<file path="src/rtl/tlcc_pkg.sv">
// Package for the traffic light countdown controller.
// Holds lamp codes, phase and register index constants and the display bundle.
// No dependencies.
package tlcc_pkg;

  localparam int CountW = 7;
  localparam int AmberW = 4;
  localparam int SweepW = 6;

  // Phase codes, also used for the manual selection
  localparam logic [1:0] PH_WEST_GREEN  = 2'd0;
  localparam logic [1:0] PH_WEST_AMBER  = 2'd1;
  localparam logic [1:0] PH_SOUTH_GREEN = 2'd2;
  localparam logic [1:0] PH_SOUTH_AMBER = 2'd3;

  // Configuration register indexes
  localparam logic [1:0] CFG_WEST_START  = 2'd0;
  localparam logic [1:0] CFG_SOUTH_START = 2'd1;
  localparam logic [1:0] CFG_AMBER       = 2'd2;
  localparam logic [1:0] CFG_SWEEPS      = 2'd3;

  localparam logic [5:0] LAMP_WEST_GREEN  = 6'b100001;
  localparam logic [5:0] LAMP_WEST_AMBER  = 6'b010001;
  localparam logic [5:0] LAMP_SOUTH_GREEN = 6'b001100;
  localparam logic [5:0] LAMP_SOUTH_AMBER = 6'b001010;

  localparam logic [3:0] DIGITS_OFF = 4'hF;

  typedef struct packed {
    logic              blank;   // manual green: digits off
    logic [1:0]        phase;   // phase or manual selection on show
    logic [CountW-1:0] count;
    logic [AmberW-1:0] amber;
    logic [1:0]        slot;
  } disp_t;

  function automatic logic [5:0] lamp_of(input logic [1:0] ph);
    logic [5:0] l;
    unique case (ph)
      PH_WEST_GREEN:  l = LAMP_WEST_GREEN;
      PH_WEST_AMBER:  l = LAMP_WEST_AMBER;
      PH_SOUTH_GREEN: l = LAMP_SOUTH_GREEN;
      default:        l = LAMP_SOUTH_AMBER;
    endcase
    return l;
  endfunction

endpackage

</file>
<file path="src/rtl/tlcc_display.sv">
// Display decode for the traffic light countdown controller.
// Turns phase, count and slot into lamp bits and one multiplexed digit.
// Depends on tlcc_pkg.
module tlcc_display (
  input  tlcc_pkg::disp_t disp_i,
  output logic [5:0]      lamp_o,
  output logic [3:0]      digit_enable_n_o,
  output logic [3:0]      digit_value_o
);
  import tlcc_pkg::*;

  logic [CountW-1:0] cnt_clip;
  logic [CountW:0]   diff;
  logic [CountW-1:0] other;
  logic [CountW-1:0] west;
  logic [CountW-1:0] south;
  logic [CountW-1:0] shown;
  logic [13:0]       prod;
  logic [3:0]        tens;
  logic [CountW-1:0] tens_x10;
  logic [CountW-1:0] ones;

  always_comb begin
    cnt_clip = (disp_i.count > 7'd99) ? 7'd99 : disp_i.count;
    diff     = {1'b0, disp_i.count} - {{(CountW + 1 - AmberW){1'b0}}, disp_i.amber};
    if (diff[CountW]) begin
      other = '0;
    end else if (diff[CountW-1:0] > 7'd99) begin
      other = 7'd99;
    end else begin
      other = diff[CountW-1:0];
    end
    west  = cnt_clip;
    south = cnt_clip;
    // Green: the side without green counts down to its own green
    if (disp_i.phase == PH_WEST_GREEN) begin
      south = other;
    end else if (disp_i.phase == PH_SOUTH_GREEN) begin
      west = other;
    end
    shown = disp_i.slot[1] ? south : west;
    // x/10 as (x*103)>>10, exact for 0..99
    prod     = 14'(shown) * 14'd103;
    tens     = prod[13:10];
    tens_x10 = {tens[3:0], 3'b000} + {2'b00, tens[3:0], 1'b0};
    ones     = shown - tens_x10;
  end

  assign lamp_o = lamp_of(disp_i.phase);

  always_comb begin
    if (disp_i.blank) begin
      digit_enable_n_o = DIGITS_OFF;
      digit_value_o    = '0;
    end else begin
      digit_enable_n_o = ~(4'b0001 << disp_i.slot);
      digit_value_o    = disp_i.slot[0] ? ones[3:0] : tens;
    end
  end

endmodule

</file>
<file path="src/rtl/traffic_light_countdown_controller_unit.sv">
// Two-way traffic light controller with a multiplexed four-digit countdown.
// Depends on tlcc_pkg and tlcc_display.
//
// Input channel (in_valid/in_ready): one item per multiplex tick or button
// press, carrying the auto/manual switch level. Each item gives exactly one
// result item on the output channel: lamp bits, active-low digit enables and
// the digit value for the current display slot.
// The state update and display decode for an item are combinational and sit
// between the input handshake and the result register. One item per cycle is
// sustained while out_ready is high; the result register is the only buffer,
// so in_ready follows "result register empty or being taken this cycle".
// When the receiver stalls, the result holds and in_ready drops until it is
// taken; no item is lost or repeated.
// Reset (rst_n, synchronous, active low) gives west green, count at the west
// green start, slot and sweep counter at zero, automatic mode, and restores
// the register defaults 15, 23, 3 and 25.
// Configuration (cfg_we/cfg_index/cfg_wdata) is written when cfg_we is high;
// the start counts take effect at the next phase entry, amber and sweeps at once.
module traffic_light_countdown_controller_unit (
  input  logic       clk,
  input  logic       rst_n,
  input  logic       in_valid,
  output logic       in_ready,
  input  logic       in_operation,
  input  logic       in_manual_mode,
  output logic       out_valid,
  input  logic       out_ready,
  output logic [5:0] out_lamp_pattern,
  output logic [3:0] out_digit_enable_n,
  output logic [3:0] out_digit_value,
  input  logic       cfg_we,
  input  logic [1:0] cfg_index,
  input  logic [6:0] cfg_wdata
);
  import tlcc_pkg::*;

  logic [CountW-1:0] west_start_r, south_start_r;
  logic [AmberW-1:0] amber_r;
  logic [SweepW-1:0] sweeps_r;

  logic [1:0]        phase_r, phase_nxt;
  logic [CountW-1:0] count_r, count_nxt;
  logic [SweepW-1:0] sweep_r, sweep_nxt;
  logic [1:0]        slot_r, slot_nxt;
  logic [1:0]        sel_r, sel_nxt;
  logic              mar_r, mar_nxt;   // manual amber running
  logic              prev_mode_r;

  logic              out_valid_r;
  logic [5:0]        lamp_r;
  logic [3:0]        en_n_r, value_r;

  logic              accept;
  logic              manual;
  logic [SweepW-1:0] limit;
  logic [SweepW-1:0] sweep_inc;
  disp_t             disp;
  logic [5:0]        lamp_c;
  logic [3:0]        en_n_c, value_c;

  assign manual   = in_manual_mode;
  assign in_ready = !out_valid_r || out_ready;
  assign accept   = in_valid && in_ready;
  assign limit    = (sweeps_r == '0) ? SweepW'(1) : sweeps_r;

  always_comb begin
    phase_nxt = phase_r;
    count_nxt = count_r;
    sweep_nxt = sweep_r;
    slot_nxt  = slot_r;
    sel_nxt   = sel_r;
    mar_nxt   = mar_r;
    sweep_inc = '0;

    // Mode switch
    if (manual != prev_mode_r) begin
      mar_nxt = 1'b0;
      if (!manual) begin
        phase_nxt = PH_WEST_GREEN;
        count_nxt = west_start_r;
      end
      slot_nxt  = '0;
      sweep_nxt = '0;
    end
    if (manual && !mar_nxt && sel_nxt[0]) begin
      mar_nxt   = 1'b1;
      count_nxt = CountW'(amber_r);
      sweep_nxt = '0;
    end

    if (in_operation && !(manual && mar_nxt)) begin
      sel_nxt = sel_nxt + 2'd1;
      if (manual && sel_nxt[0]) begin
        mar_nxt   = 1'b1;
        count_nxt = CountW'(amber_r);
        sweep_nxt = '0;
      end
    end

    // Display uses the state before the slot advances
    disp.blank = manual && !mar_nxt;
    disp.phase = manual ? sel_nxt : phase_nxt;
    disp.count = count_nxt;
    disp.amber = amber_r;
    disp.slot  = slot_nxt;

    if (!in_operation) begin
      slot_nxt = slot_nxt + 2'd1;
      if (slot_nxt == 2'd0 && (!manual || mar_nxt)) begin
        sweep_inc = sweep_nxt + SweepW'(1);
        sweep_nxt = sweep_inc;
        if (sweep_inc >= limit) begin
          sweep_nxt = '0;
          if (manual) begin
            if (count_nxt <= CountW'(1)) begin
              mar_nxt = 1'b0;
              sel_nxt = sel_nxt + 2'd1;
            end else begin
              count_nxt = count_nxt - CountW'(1);
            end
          end else if (!phase_nxt[0]) begin
            if (count_nxt <= CountW'(amber_r) + CountW'(1)) begin
              phase_nxt = phase_nxt + 2'd1;
              count_nxt = CountW'(amber_r);
            end else begin
              count_nxt = count_nxt - CountW'(1);
            end
          end else begin
            if (count_nxt <= CountW'(1)) begin
              phase_nxt = phase_nxt + 2'd1;
              count_nxt = (phase_nxt == PH_WEST_GREEN) ? west_start_r : south_start_r;
            end else begin
              count_nxt = count_nxt - CountW'(1);
            end
          end
        end
      end
    end
  end

  tlcc_display u_display (
    .disp_i           (disp),
    .lamp_o           (lamp_c),
    .digit_enable_n_o (en_n_c),
    .digit_value_o    (value_c)
  );

  always_ff @(posedge clk) begin
    if (!rst_n) begin
      west_start_r  <= 7'd15;
      south_start_r <= 7'd23;
      amber_r       <= 4'd3;
      sweeps_r      <= 6'd25;
    end else if (cfg_we) begin
      unique case (cfg_index)
        CFG_WEST_START:  west_start_r  <= cfg_wdata;
        CFG_SOUTH_START: south_start_r <= cfg_wdata;
        CFG_AMBER:       amber_r       <= cfg_wdata[AmberW-1:0];
        CFG_SWEEPS:      sweeps_r      <= cfg_wdata[SweepW-1:0];
        default:         ;
      endcase
    end
  end

  always_ff @(posedge clk) begin
    if (!rst_n) begin
      phase_r     <= PH_WEST_GREEN;
      count_r     <= 7'd15;
      sweep_r     <= '0;
      slot_r      <= '0;
      sel_r       <= PH_WEST_GREEN;
      mar_r       <= 1'b0;
      prev_mode_r <= 1'b0;
    end else if (accept) begin
      phase_r     <= phase_nxt;
      count_r     <= count_nxt;
      sweep_r     <= sweep_nxt;
      slot_r      <= slot_nxt;
      sel_r       <= sel_nxt;
      mar_r       <= mar_nxt;
      prev_mode_r <= manual;
    end
  end

  always_ff @(posedge clk) begin
    if (!rst_n) begin
      out_valid_r <= 1'b0;
    end else if (accept) begin
      out_valid_r <= 1'b1;
    end else if (out_ready) begin
      out_valid_r <= 1'b0;
    end
  end

  always_ff @(posedge clk) begin
    if (accept) begin
      lamp_r  <= lamp_c;
      en_n_r  <= en_n_c;
      value_r <= value_c;
    end
  end

  assign out_valid          = out_valid_r;
  assign out_lamp_pattern   = lamp_r;
  assign out_digit_enable_n = en_n_r;
  assign out_digit_value    = value_r;

endmodule

</file>
<file path="config.mk">
export PLATFORM = sky130hd
export DESIGN_NAME = traffic_light_countdown_controller_unit
export DESIGN_NICKNAME = d
export VERILOG_FILES = /design/src/rtl/tlcc_pkg.sv /design/src/rtl/tlcc_display.sv /design/src/rtl/traffic_light_countdown_controller_unit.sv
export SDC_FILE = /design/constraint.sdc
export NUM_CORES = 1
export LEC_CHECK = 0
export BUFFER_PORTS_ARGS = -buffer_cell sky130_fd_sc_hd__buf_2
export CAP_MARGIN = 20
export CORE_MARGIN = 3
export CORE_UTILIZATION = 69
export CTS_BUF_LIST = sky130_fd_sc_hd__clkbuf_4
export DETAILED_ROUTE_END_ITERATION = 10
export MAX_ROUTING_LAYER = met4
export PLACE_DENSITY = 0.89
export REMOVE_ABC_BUFFERS = 1
export SKIP_CTS_REPAIR_TIMING = 1
export SYNTH_ARGS = -nofsm -noshare
export SYNTH_HDL_FRONTEND = slang
export SYNTH_SLANG_ARGS = --single-unit
</file>
<file path="constraint.sdc">
create_clock -name clk -period 19.1 [get_ports clk]
set_input_delay 3.82 -clock clk [delete_from_list [all_inputs] [get_ports clk]]
set_output_delay 3.82 -clock clk [all_outputs]
set_load 0.02 [all_outputs]
</file>
==> summary.txt, run 1 <==
Drt
  • Final wirelength: about 12 mm
  • DR WL/cell: 16.5 um
  • DR iter-0 viols: 333
  • Vias: 4400
  • Detailed Routing Iterations Pass 1: 5
  • Post-route ant nets: 0
  • DRC: 0
  • DR vias/cell: 6.15

Placement
  • Placed Area: between 5000 and 6000 um^2
  • Port bufs: 31
  • DP HPWL: 9.15 mm
  • Routability cong.: 1.00

Final layout
  • Fillers: just over 500
  • Share of cells above drive strength 1: 11.0%
  • Nets: 704
  • Final Instance Area: roughly 5400 um^2
  • Antenna cells: 0
  • Area delta synth->final: 6.65%

Logic synthesis
  • Compound-Gate Fraction of Synth Area: around a fifth
  • Yosys top cell by area: dfxtp_1
  • Cell count after synthesis: between 500 and 600
  • Post-Syn Area per Cell: 8.52 um^2
  • Fraction of registers with async set/reset: 0%
  • Share of the synthesized area in the top cell type: 18.3%
  • Cell Area, Synth: 5030 um^2
  • Synth warnings: 0
  • Mux contribution to synthesized area: 6.20%
  • Number of distinct library cells after synthesis: 70
  • XOR/XNOR share of the synthesized area: ~4.3%
  • Commonest cells in the netlist: 82 x nand2_1, 65 x ha_1, 46 x dfxtp_1, 46 x nor2_1, 45 x inv_1
  • Top_reg_cell synth: dfxtp_1
  • Top cells by area, synth: dfxtp_1 18%, ha_1 16%, edfxtp_1 8.4%, nand2_1 6.1%, mux2i_1 5.2%
  • Seq/Total Area, Yosys: 26.7%
  • Synth Area in Simple Gates: between 10% and 20%
  • EDFF count, synth: 14
  • Largest family of logic cells by synthesized area: adder cells
  • Synth Register Bits: 60
  • Adder-cell share of the synthesized area: 19.8%
  • Count leader, synth: nand2_1

STA
  • Setup TNS Final: 0 ns
  • Endpoints failing setup: 0
  • Max Freq: between 80 and 90 MHz
  • Post-layout minimum cycle time: ~12 ns
  • Skew final: 0.0267 ns
  • RSZ-0062 raised after global routing: false
  • Pins Over Slew Limit: 0
  • Crit share post-route: 60.7%
  • Worst slew pin tran: 0.819 ns
  • Relative slew slack: 44.8%
  • Hold Fails Final Rpt: 0

Global route
  • M3 GR Usage: 5.47%
  • Number of global-route vias before repair: 4198
  • Residual overflow from global routing: 0
  • Busiest grt layer: met2
  • GRT Resource Usage Total: ~30%
  • Largest net degree at the start of global routing: 48
  • First-pass GRT wire length: around 20 mm
  • Routing usage on met1: about 37%
  • Initial antenna violation count: 0
  • GR Layer Usage met2: 49.9%

Worst setup path
  • Buf/Inv on CP: 4
  • Worst Path Required: 19.32 ns
  • CP dominant cell by count: ha_1
  • Largest stage delay on the critical path: 0.52 ns
  • Critical path peak fanout: 18
  • Slowest-stage cell, CP: fa_1
  • CP endpoint kind: flop
  • Critical path class: in2reg
  • Worst setup SP type: input pin
  • CP delay by family, top: compound AO/OA/AOI/OAI gates
  • CP Data Arrival Time: 11.81 ns

Clocking
  • CTS tree: done
  • CTS root buf: clkbuf_4
  • Total CTS buffers: 9
  • Sinks on Clock Net: 60
  • Worst-case clock buffer depth: 2
  • Max H-tree Level: 3
  • Clock Latency Late Sink: slightly above 0.4 ns
  • Clock transition at the registers of the reported paths: 0.11 ns

Pwr
  • P_int: 275 uW
  • Sw Share: 40.2%
  • Comb power frac: 48.4%
  • Pwr Density: 85.7 nW/um^2
  • Worst vdd ir: between 50 and 60 uV
  • Reg power frac: 31.7%
  • NetSw: 185 uW
  • Leak Pwr: ~0.0024 uW
  • Clock group share of total power: 19.9%

Floorplanning
  • Die ar.: 8340 um^2
  • Core Region: 6940 um^2
  • Row cnt: 30
  • Initial Utilization: 72.4%
  • Die W: just over 90 um
  • Die Ht: 91.3 um
  • I/O pin count: 32

Run
  • Max Cap Viol: 0

Status
  • Status: completed

Min path
  • Hold crit path type: reg2reg
final timing paths:
path	startpoint	endpoint	slack, ns	cells after the start
setup / recovery	in_manual_mode	out_digit_value[3]	7.51	33
hold / removal	south_start_r[6]	south_start_r[6]	0.48	2
setup reg to reg	prev_mode_r	out_digit_value[3]	10.61	32
hold reg to reg	south_start_r[6]	south_start_r[6]	0.48	2
worst reg2reg max path: cells and delay by family (launching register included):
kind            cells  cell delay [ns]
simple gates        9             1.59
fa+ha+maj           7             2.54
xor+xnor            3             0.52
flops               1             0.49
buf+inv             3             0.38
compound gates     10             2.82
cell type report:
cell class / count / area, um^2 / share of cell area [%]
multi-input cells: 463 / 3410 / 63.5
flip-flops and latches: 60 / 1340 / 25.0
repair buffers: 34 / 178 / 3.31
inverters: 46 / 173 / 3.22
well taps: 96 / 120 / 2.24
clock inverters: 7 / 75.1 / 1.40
clock buffers: 9 / 67.6 / 1.26
layer usage:
metal	vias up	wire length (um)
met3	22	730
met4	0	210
met1	2065	5030
met5	-	0
li1	2129	-
met2	184	5850
logic make-up after synthesis:
group,count (synthesis)
compound gates,136
xor+xnor,22
fa+ha+maj,74
buf+inv,67
flops,60
mux,30
simple gates,201
state kept, by name, indices dropped and copies added (netlist names):
| name | flops |
|---|---|
| sweeps_r | 6 |
| phase_r | 2 |
| out_lamp_pattern | 6 |
| sweep_r | 6 |
| out_valid | 1 |
| mar_r | 1 |
| sel_r | 2 |
| slot_r | 2 |
| prev_mode_r | 1 |
| amber_r | 4 |
| out_digit_value | 4 |
| count_r | 7 |
| out_digit_enable_n | 4 |
| west_start_r | 7 |
| south_start_r | 7 |
metrics by stage:
step | std cells | setup WS, ns | hold slack, ns | utilization, % | total power [uW]
after floorplan | 569 | 8.29 | 0.435 | - | 313
after global placement | 699 | 7.64 | 0.452 | 75.1 | 352
after detailed placement | 699 | 7.24 | 0.461 | 75.1 | 367
after CTS | 715 | 7.63 | 0.477 | 77.2 | 459
after global routing | 715 | 7.04 | 0.511 | 77.2 | 496
final | 715 | 7.51 | 0.477 | 77.2 | 459
power groups by stage:
stage / sequential [uW] / combinational [uW] / clock, uW
6_report: 146 / 222 / 91.3
3_3_place_gp: 148 / 204 / 0
5_1_grt: 147 / 250 / 99.2
3_5_place_dp: 148 / 219 / 0
2_1_floorplan: 153 / 161 / 0
4_1_cts: 146 / 220 / 93.3
cell usage in the layout (no fill, tap or decap), types with 5 or more instances in the layout:
master and instances:
nand2_1 82, ha_1 65, nor2_1 46, dfxtp_1 46, inv_1 45, a21oi_1 31
buf_2 31, o21ai_0 28, mux2i_1 26, nand3_1 17, nor2b_1 14, xnor2_1 14
edfxtp_1 14, and2_1 10, a21boi_0 10, nor3_1 9, fa_1 9, clkbuf_4 9
a22oi_1 7, xor2_1 6, o31ai_1 5, o22ai_1 5
(Power assumes the default switching activity.)
==> inputs of run 2 (changes only) <==
--- a/config.mk
+++ b/config.mk
@@ -8,11 +8,11 @@
 export BUFFER_PORTS_ARGS = -buffer_cell sky130_fd_sc_hd__buf_2
 export CAP_MARGIN = 20
 export CORE_MARGIN = 3
-export CORE_UTILIZATION = 69
+export CORE_UTILIZATION = 64
 export CTS_BUF_LIST = sky130_fd_sc_hd__clkbuf_4
 export DETAILED_ROUTE_END_ITERATION = 10
 export MAX_ROUTING_LAYER = met4
-export PLACE_DENSITY = 0.89
+export PLACE_DENSITY = 0.83
 export REMOVE_ABC_BUFFERS = 1
 export SKIP_CTS_REPAIR_TIMING = 1
 export SYNTH_ARGS = -nofsm -noshare
==> constraint.sdc (replaced) <==
create_clock -name clk -period 11.3 [get_ports clk]
set_input_delay 2.26 -clock clk [delete_from_list [all_inputs] [get_ports clk]]
set_output_delay 2.26 -clock clk [all_outputs]
set_load 0.02 [all_outputs]
==> summary.txt, run 2 (synthesized netlist as in run 1, its figures left out) <==
Drt
  • DR WL/cell: 16.5 um
  • DRC: 0
  • Post-route ant nets: 0
  • DR iter-0 viols: roughly 350
  • DR vias/cell: 6.16
  • Final wirelength: between 10 and 15 mm
  • Vias: 4420
  • Detailed Routing Iterations Pass 1: 8

Pwr
  • Pwr Total: around 770 uW
  • Worst vdd ir: 76.5 uV
  • Pwr Density: 144 nW/um^2
  • Leak Pwr: 0.00241 uW

Worst setup path
  • R2R setup slack: 2.75 ns
  • Worst Path Required: roughly 12 ns
  • CP dominant cell by count: ha_1
  • Largest stage delay on the critical path: 0.51 ns
  • CP Data Arrival Time: between 10 and 15 ns
  • Slowest-stage cell, CP: fa_1
  • Critical path class: in2reg
  • Critical path peak fanout: 18
  • Worst setup SP type: input pin
  • CP endpoint kind: flop

STA
  • Pins Over Slew Limit: 0
  • RSZ-0062 raised after global routing: false
  • Max Freq: 98.9 MHz
  • Hold Fails Final Rpt: 0
  • Crit share post-route: about 89%
  • Post-layout minimum cycle time: 10.11 ns
  • Endpoints failing setup: 0
  • Setup TNS Final: 0 ns
  • Skew final: 0.0217 ns
  • Worst slew pin tran: 0.920 ns
  • Relative slew slack: 38.3%

Final layout
  • Fillers: 626
  • Nets: approximately 700
  • Share of cells above drive strength 1: 10.8%
  • Area delta synth->final: 6.57%
  • Commonest non-fill, non-tap cell in the layout: nand2_1
  • Largest regs: count_r (7), south_start_r (7), west_start_r (7)
  • Antenna cells: 0
  • Most frequent cells in the layout: 82 x nand2_1, 65 x ha_1, 46 x nor2_1, 46 x dfxtp_1, 45 x inv_1
  • Layout Utilization: 71.9%

Clocking
  • Worst-case clock buffer depth: 2
  • Clock Latency Late Sink: 0.42 ns
  • Sinks on Clock Net: 60
  • Clock transition at the registers of the reported paths: 0.10 ns
  • CTS tree: done
  • CTS root buf: clkbuf_4
  • Total CTS buffers: 9
  • Max H-tree Level: 3

Global route
  • GRT Resource Usage Total: between 20 and 30%
  • First-pass GRT wire length: between 15 and 20 mm
  • Number of global-route vias before repair: 4201
  • Residual overflow from global routing: 0
  • Largest net degree at the start of global routing: 48
  • Initial antenna violation count: 0

Run
  • Max Cap Viol: 0

Placement
  • Port bufs: 31
  • DP HPWL: 9.28 mm
  • Routability cong.: 0.918

Status
  • Status: completed

Floorplanning
  • I/O pin count: 32
  • Die W: 94.6 um
  • Die Ht: 94.6 um
  • Core Region: ~7400 um^2
  • Row cnt: 31
  • Die ar.: between 8000 and 9000 um^2
  • Initial Utilization: 67.5%

Min path
  • Hold crit path type: reg2reg
run 2: area by class of cell:
cell class | instances | area (um^2) | share of cell area [%]
clock buffer | 9 | 67.6 | 1.26
clock inverter | 7 | 67.6 | 1.26
inverter | 46 | 173 | 3.22
multi-input combinational | 463 | 3410 | 63.6
sequential | 60 | 1340 | 25.0
tap | 99 | 124 | 2.31
timing repair buffer | 34 | 178 | 3.32
run 2: final timing paths:
check	endpoint	cells after the start	start
max reg2reg	out_digit_value[3]	32	prev_mode_r
max	out_digit_value[3]	33	in_manual_mode
min	south_start_r[5]	2	south_start_r[5]
min reg2reg	south_start_r[5]	2	south_start_r[5]
run 2: through the flow:
step                cells  hold slack, ns  setup WS (ns)  area, um^2
finish                718           0.480           1.19        5360
global route          718           0.497          0.718        5360
CTS                   718           0.483           1.29        5360
detailed placement    702           0.462          0.887        5220
global placement      702           0.450           1.34        5220
floorplan             569           0.435           2.05        4920
run 2: metal layers:
metal | track usage [%] | routed length (um)
met5 | - | 0
met2 | 46.6 | 5740
met1 | 35.5 | 5020
met3 | 5.58 | 793
met4 | 9.86 | 301
run 2: where the power goes:
part / switching (uW) / internal, uW
Sequential: 9.27 / 237
Clock: 84.9 / 66.2
Combinational: 216 / 159
Total: 310 / 462
run 2: worst max-delay path: cells and delay by family:
kind | cells | cell delay, ns
AO/OA/AOI/OAI | 9 | 2.63
adder cells (fa/ha/maj) | 7 | 2.54
AND/OR/NAND/NOR | 9 | 1.44
buffers and inverters | 4 | 0.71
XOR/XNOR | 3 | 0.53
multiplexers | 1 | 0.26
==> inputs of run 3 (changes only) <==
--- a/config.mk
+++ b/config.mk
@@ -8,12 +8,12 @@
 export BUFFER_PORTS_ARGS = -buffer_cell sky130_fd_sc_hd__buf_2
 export CAP_MARGIN = 20
 export CORE_MARGIN = 3
-export CORE_UTILIZATION = 64
+export CORE_UTILIZATION = 60
 export CTS_BUF_LIST = sky130_fd_sc_hd__clkbuf_4
 export DETAILED_ROUTE_END_ITERATION = 10
+export GPL_ROUTABILITY_DRIVEN = 0
 export MAX_ROUTING_LAYER = met4
-export PLACE_DENSITY = 0.83
-export REMOVE_ABC_BUFFERS = 1
+export PLACE_DENSITY = 0.79
 export SKIP_CTS_REPAIR_TIMING = 1
 export SYNTH_ARGS = -nofsm -noshare
 export SYNTH_HDL_FRONTEND = slang
==> summary.txt, run 3 (synthesized netlist as in run 1, its figures left out) <==
STA
  • Max Freq: 102 MHz
  • Hold Fails Final Rpt: 0
  • Worst slew pin tran: 0.776 ns
  • Post-layout minimum cycle time: approximately 10 ns
  • Relative slew slack: 48.3%
  • Endpoints failing setup: 0
  • Crit share post-route: 87.0%
  • Skew final: 0.0123 ns
  • Setup TNS Final: 0 ns
  • Final worst setup slack: approximately 1.5 ns
  • RSZ-0062 raised after global routing: false
  • Hold_ws: 0.478 ns
  • Pins Over Slew Limit: 0

Drt
  • DRC: 0
  • Detailed Routing Iterations Pass 1: 6
  • DR iter-0 viols: 392
  • DR WL/cell: 16.0 um
  • Vias: 4437
  • Final wirelength: ~12 mm
  • DR vias/cell: 6.15
  • Post-route ant nets: 0

Worst setup path
  • CP Data Arrival Time: 10.07 ns
  • CP dominant cell by count: ha_1
  • Worst Setup SP: in_manual_mode
  • Critical path class: in2reg
  • Worst setup SP type: input pin
  • Buf/Inv on CP: 4
  • Critical path peak fanout: 18
  • Largest stage delay on the critical path: 0.51 ns
  • Slowest-stage cell, CP: fa_1
  • R2R setup slack: 2.99 ns
  • R2r startpoint: sel_r[0]
  • CP delay by family, top: adder cells
  • Worst Path Required: 11.54 ns
  • CP endpoint kind: flop

Floorplanning
  • Initial Utilization: a little under two thirds
  • I/O pin count: 32
  • Die W: 97.5 um
  • Row cnt: 32
  • Die ar.: between 9000 and 10000 um^2
  • Die Ht: 97.5 um
  • Core Region: slightly below 8000 um^2

Logic synthesis
  • Synth Net Count: 680

Clocking
  • Sinks on Clock Net: 60
  • CTS tree: done
  • Clock transition at the registers of the reported paths: 0.11 ns
  • CTS root buf: clkbuf_4
  • Total CTS buffers: 9
  • Clock Latency Late Sink: 0.41 ns
  • Max H-tree Level: 3
  • Worst-case clock buffer depth: 2

Min path
  • Hold crit path type: reg2reg
  • Worst Hold Launch: south_start_r[6]

Pwr
  • NetSw: roughly 300 uW
  • Comb power frac: 49.3%
  • Worst vdd ir: 75.8 uV
  • Sw Share: between 40% and 50%
  • P_int: 440 uW
  • Pwr Density: 139 nW/um^2
  • Pwr Total: between 700 and 800 uW
  • Clock group share of total power: 17.4%
  • Reg power frac: 33.3%
  • Leak Pwr: approximately 0.0024 uW

Final layout
  • Most frequent cells in the layout: 82 x nand2_1, 65 x ha_1, 46 x nor2_1, 46 x dfxtp_1, 45 x inv_1
  • Largest regs: count_r (7), south_start_r (7), west_start_r (7)
  • Layout Utilization: around two thirds
  • Area delta synth->final: 6.22%
  • Nets: ~710
  • Share of cells above drive strength 1: 10.8%
  • Fillers: around 660
  • Commonest non-fill, non-tap cell in the layout: nand2_1
  • Antenna cells: 0

Status
  • Status: completed

Global route
  • Initial antenna violation count: 0
  • Residual overflow from global routing: 0
  • Largest net degree at the start of global routing: 48
  • First-pass GRT wire length: 19.4 mm
  • Number of global-route vias before repair: 4233
  • GRT Resource Usage Total: 25.6%

Placement
  • DP HPWL: just over 9 mm
  • Port bufs: 31
  • Setup WS pre-CTS: 1.08 ns

Run
  • Max Cap Viol: 0
[run 3: cell types whose count changed in the layout (fill, tap and decap cells not counted), sizes merged]
cell,delta
inv,+1
clkbuf,+1
bufinv,-1
buf,+1
clkinvlp,-1
[run 3: power groups by stage]
stage,Clock [uW],Sequential (uW),Combinational [uW]
6_report,129,246,365
5_1_grt,139,248,424
4_1_cts,131,246,365
3_5_place_dp,0,251,362
3_3_place_gp,0,251,347
2_1_floorplan,0,257,277
[run 3: worst paths after layout]
kind,depth (start not counted),end
worst min-delay path,2,south_start_r[6]
worst min register to register,2,south_start_r[6]
worst max-delay path,33,out_digit_value[3]
worst max register to register,32,out_digit_value[3]
[run 3: cell type report]
cell class	instances	area (um^2)	share of cell area, %
Multi-Input combinational cell	463	3410	63.8
Sequential cell	60	1340	25.1
Timing Repair Buffer	35	185	3.47
Inverter	46	173	3.23
Tap cell	102	128	2.39
Clock buffer	10	75.1	1.41
Clock inverter	6	31.3	0.586
[run 3: per-layer routing]
layer	vias up	wire [um]	part of all wire, %	GRT usage, %
li1	2135	-	-	-
met5	-	0	0	-
met3	42	879	7.6	5.10
met1	2056	4960	43	31.6
met4	0	408	3.5	10.9
met2	204	5340	46	40.8
[run 3: stage by stage]
step	instances	cell area [um^2]
floorplan	590	5030
global placement	706	5230
detailed placement	706	5230
CTS	722	5340
global route	722	5340
finish	722	5340
[run 3: tightest hold or removal path, cell delays in order (launching register included)]
cell and delay [ns]:
dfxtp_1 0.33, nand2_1 0.05, a21boi_0 0.06
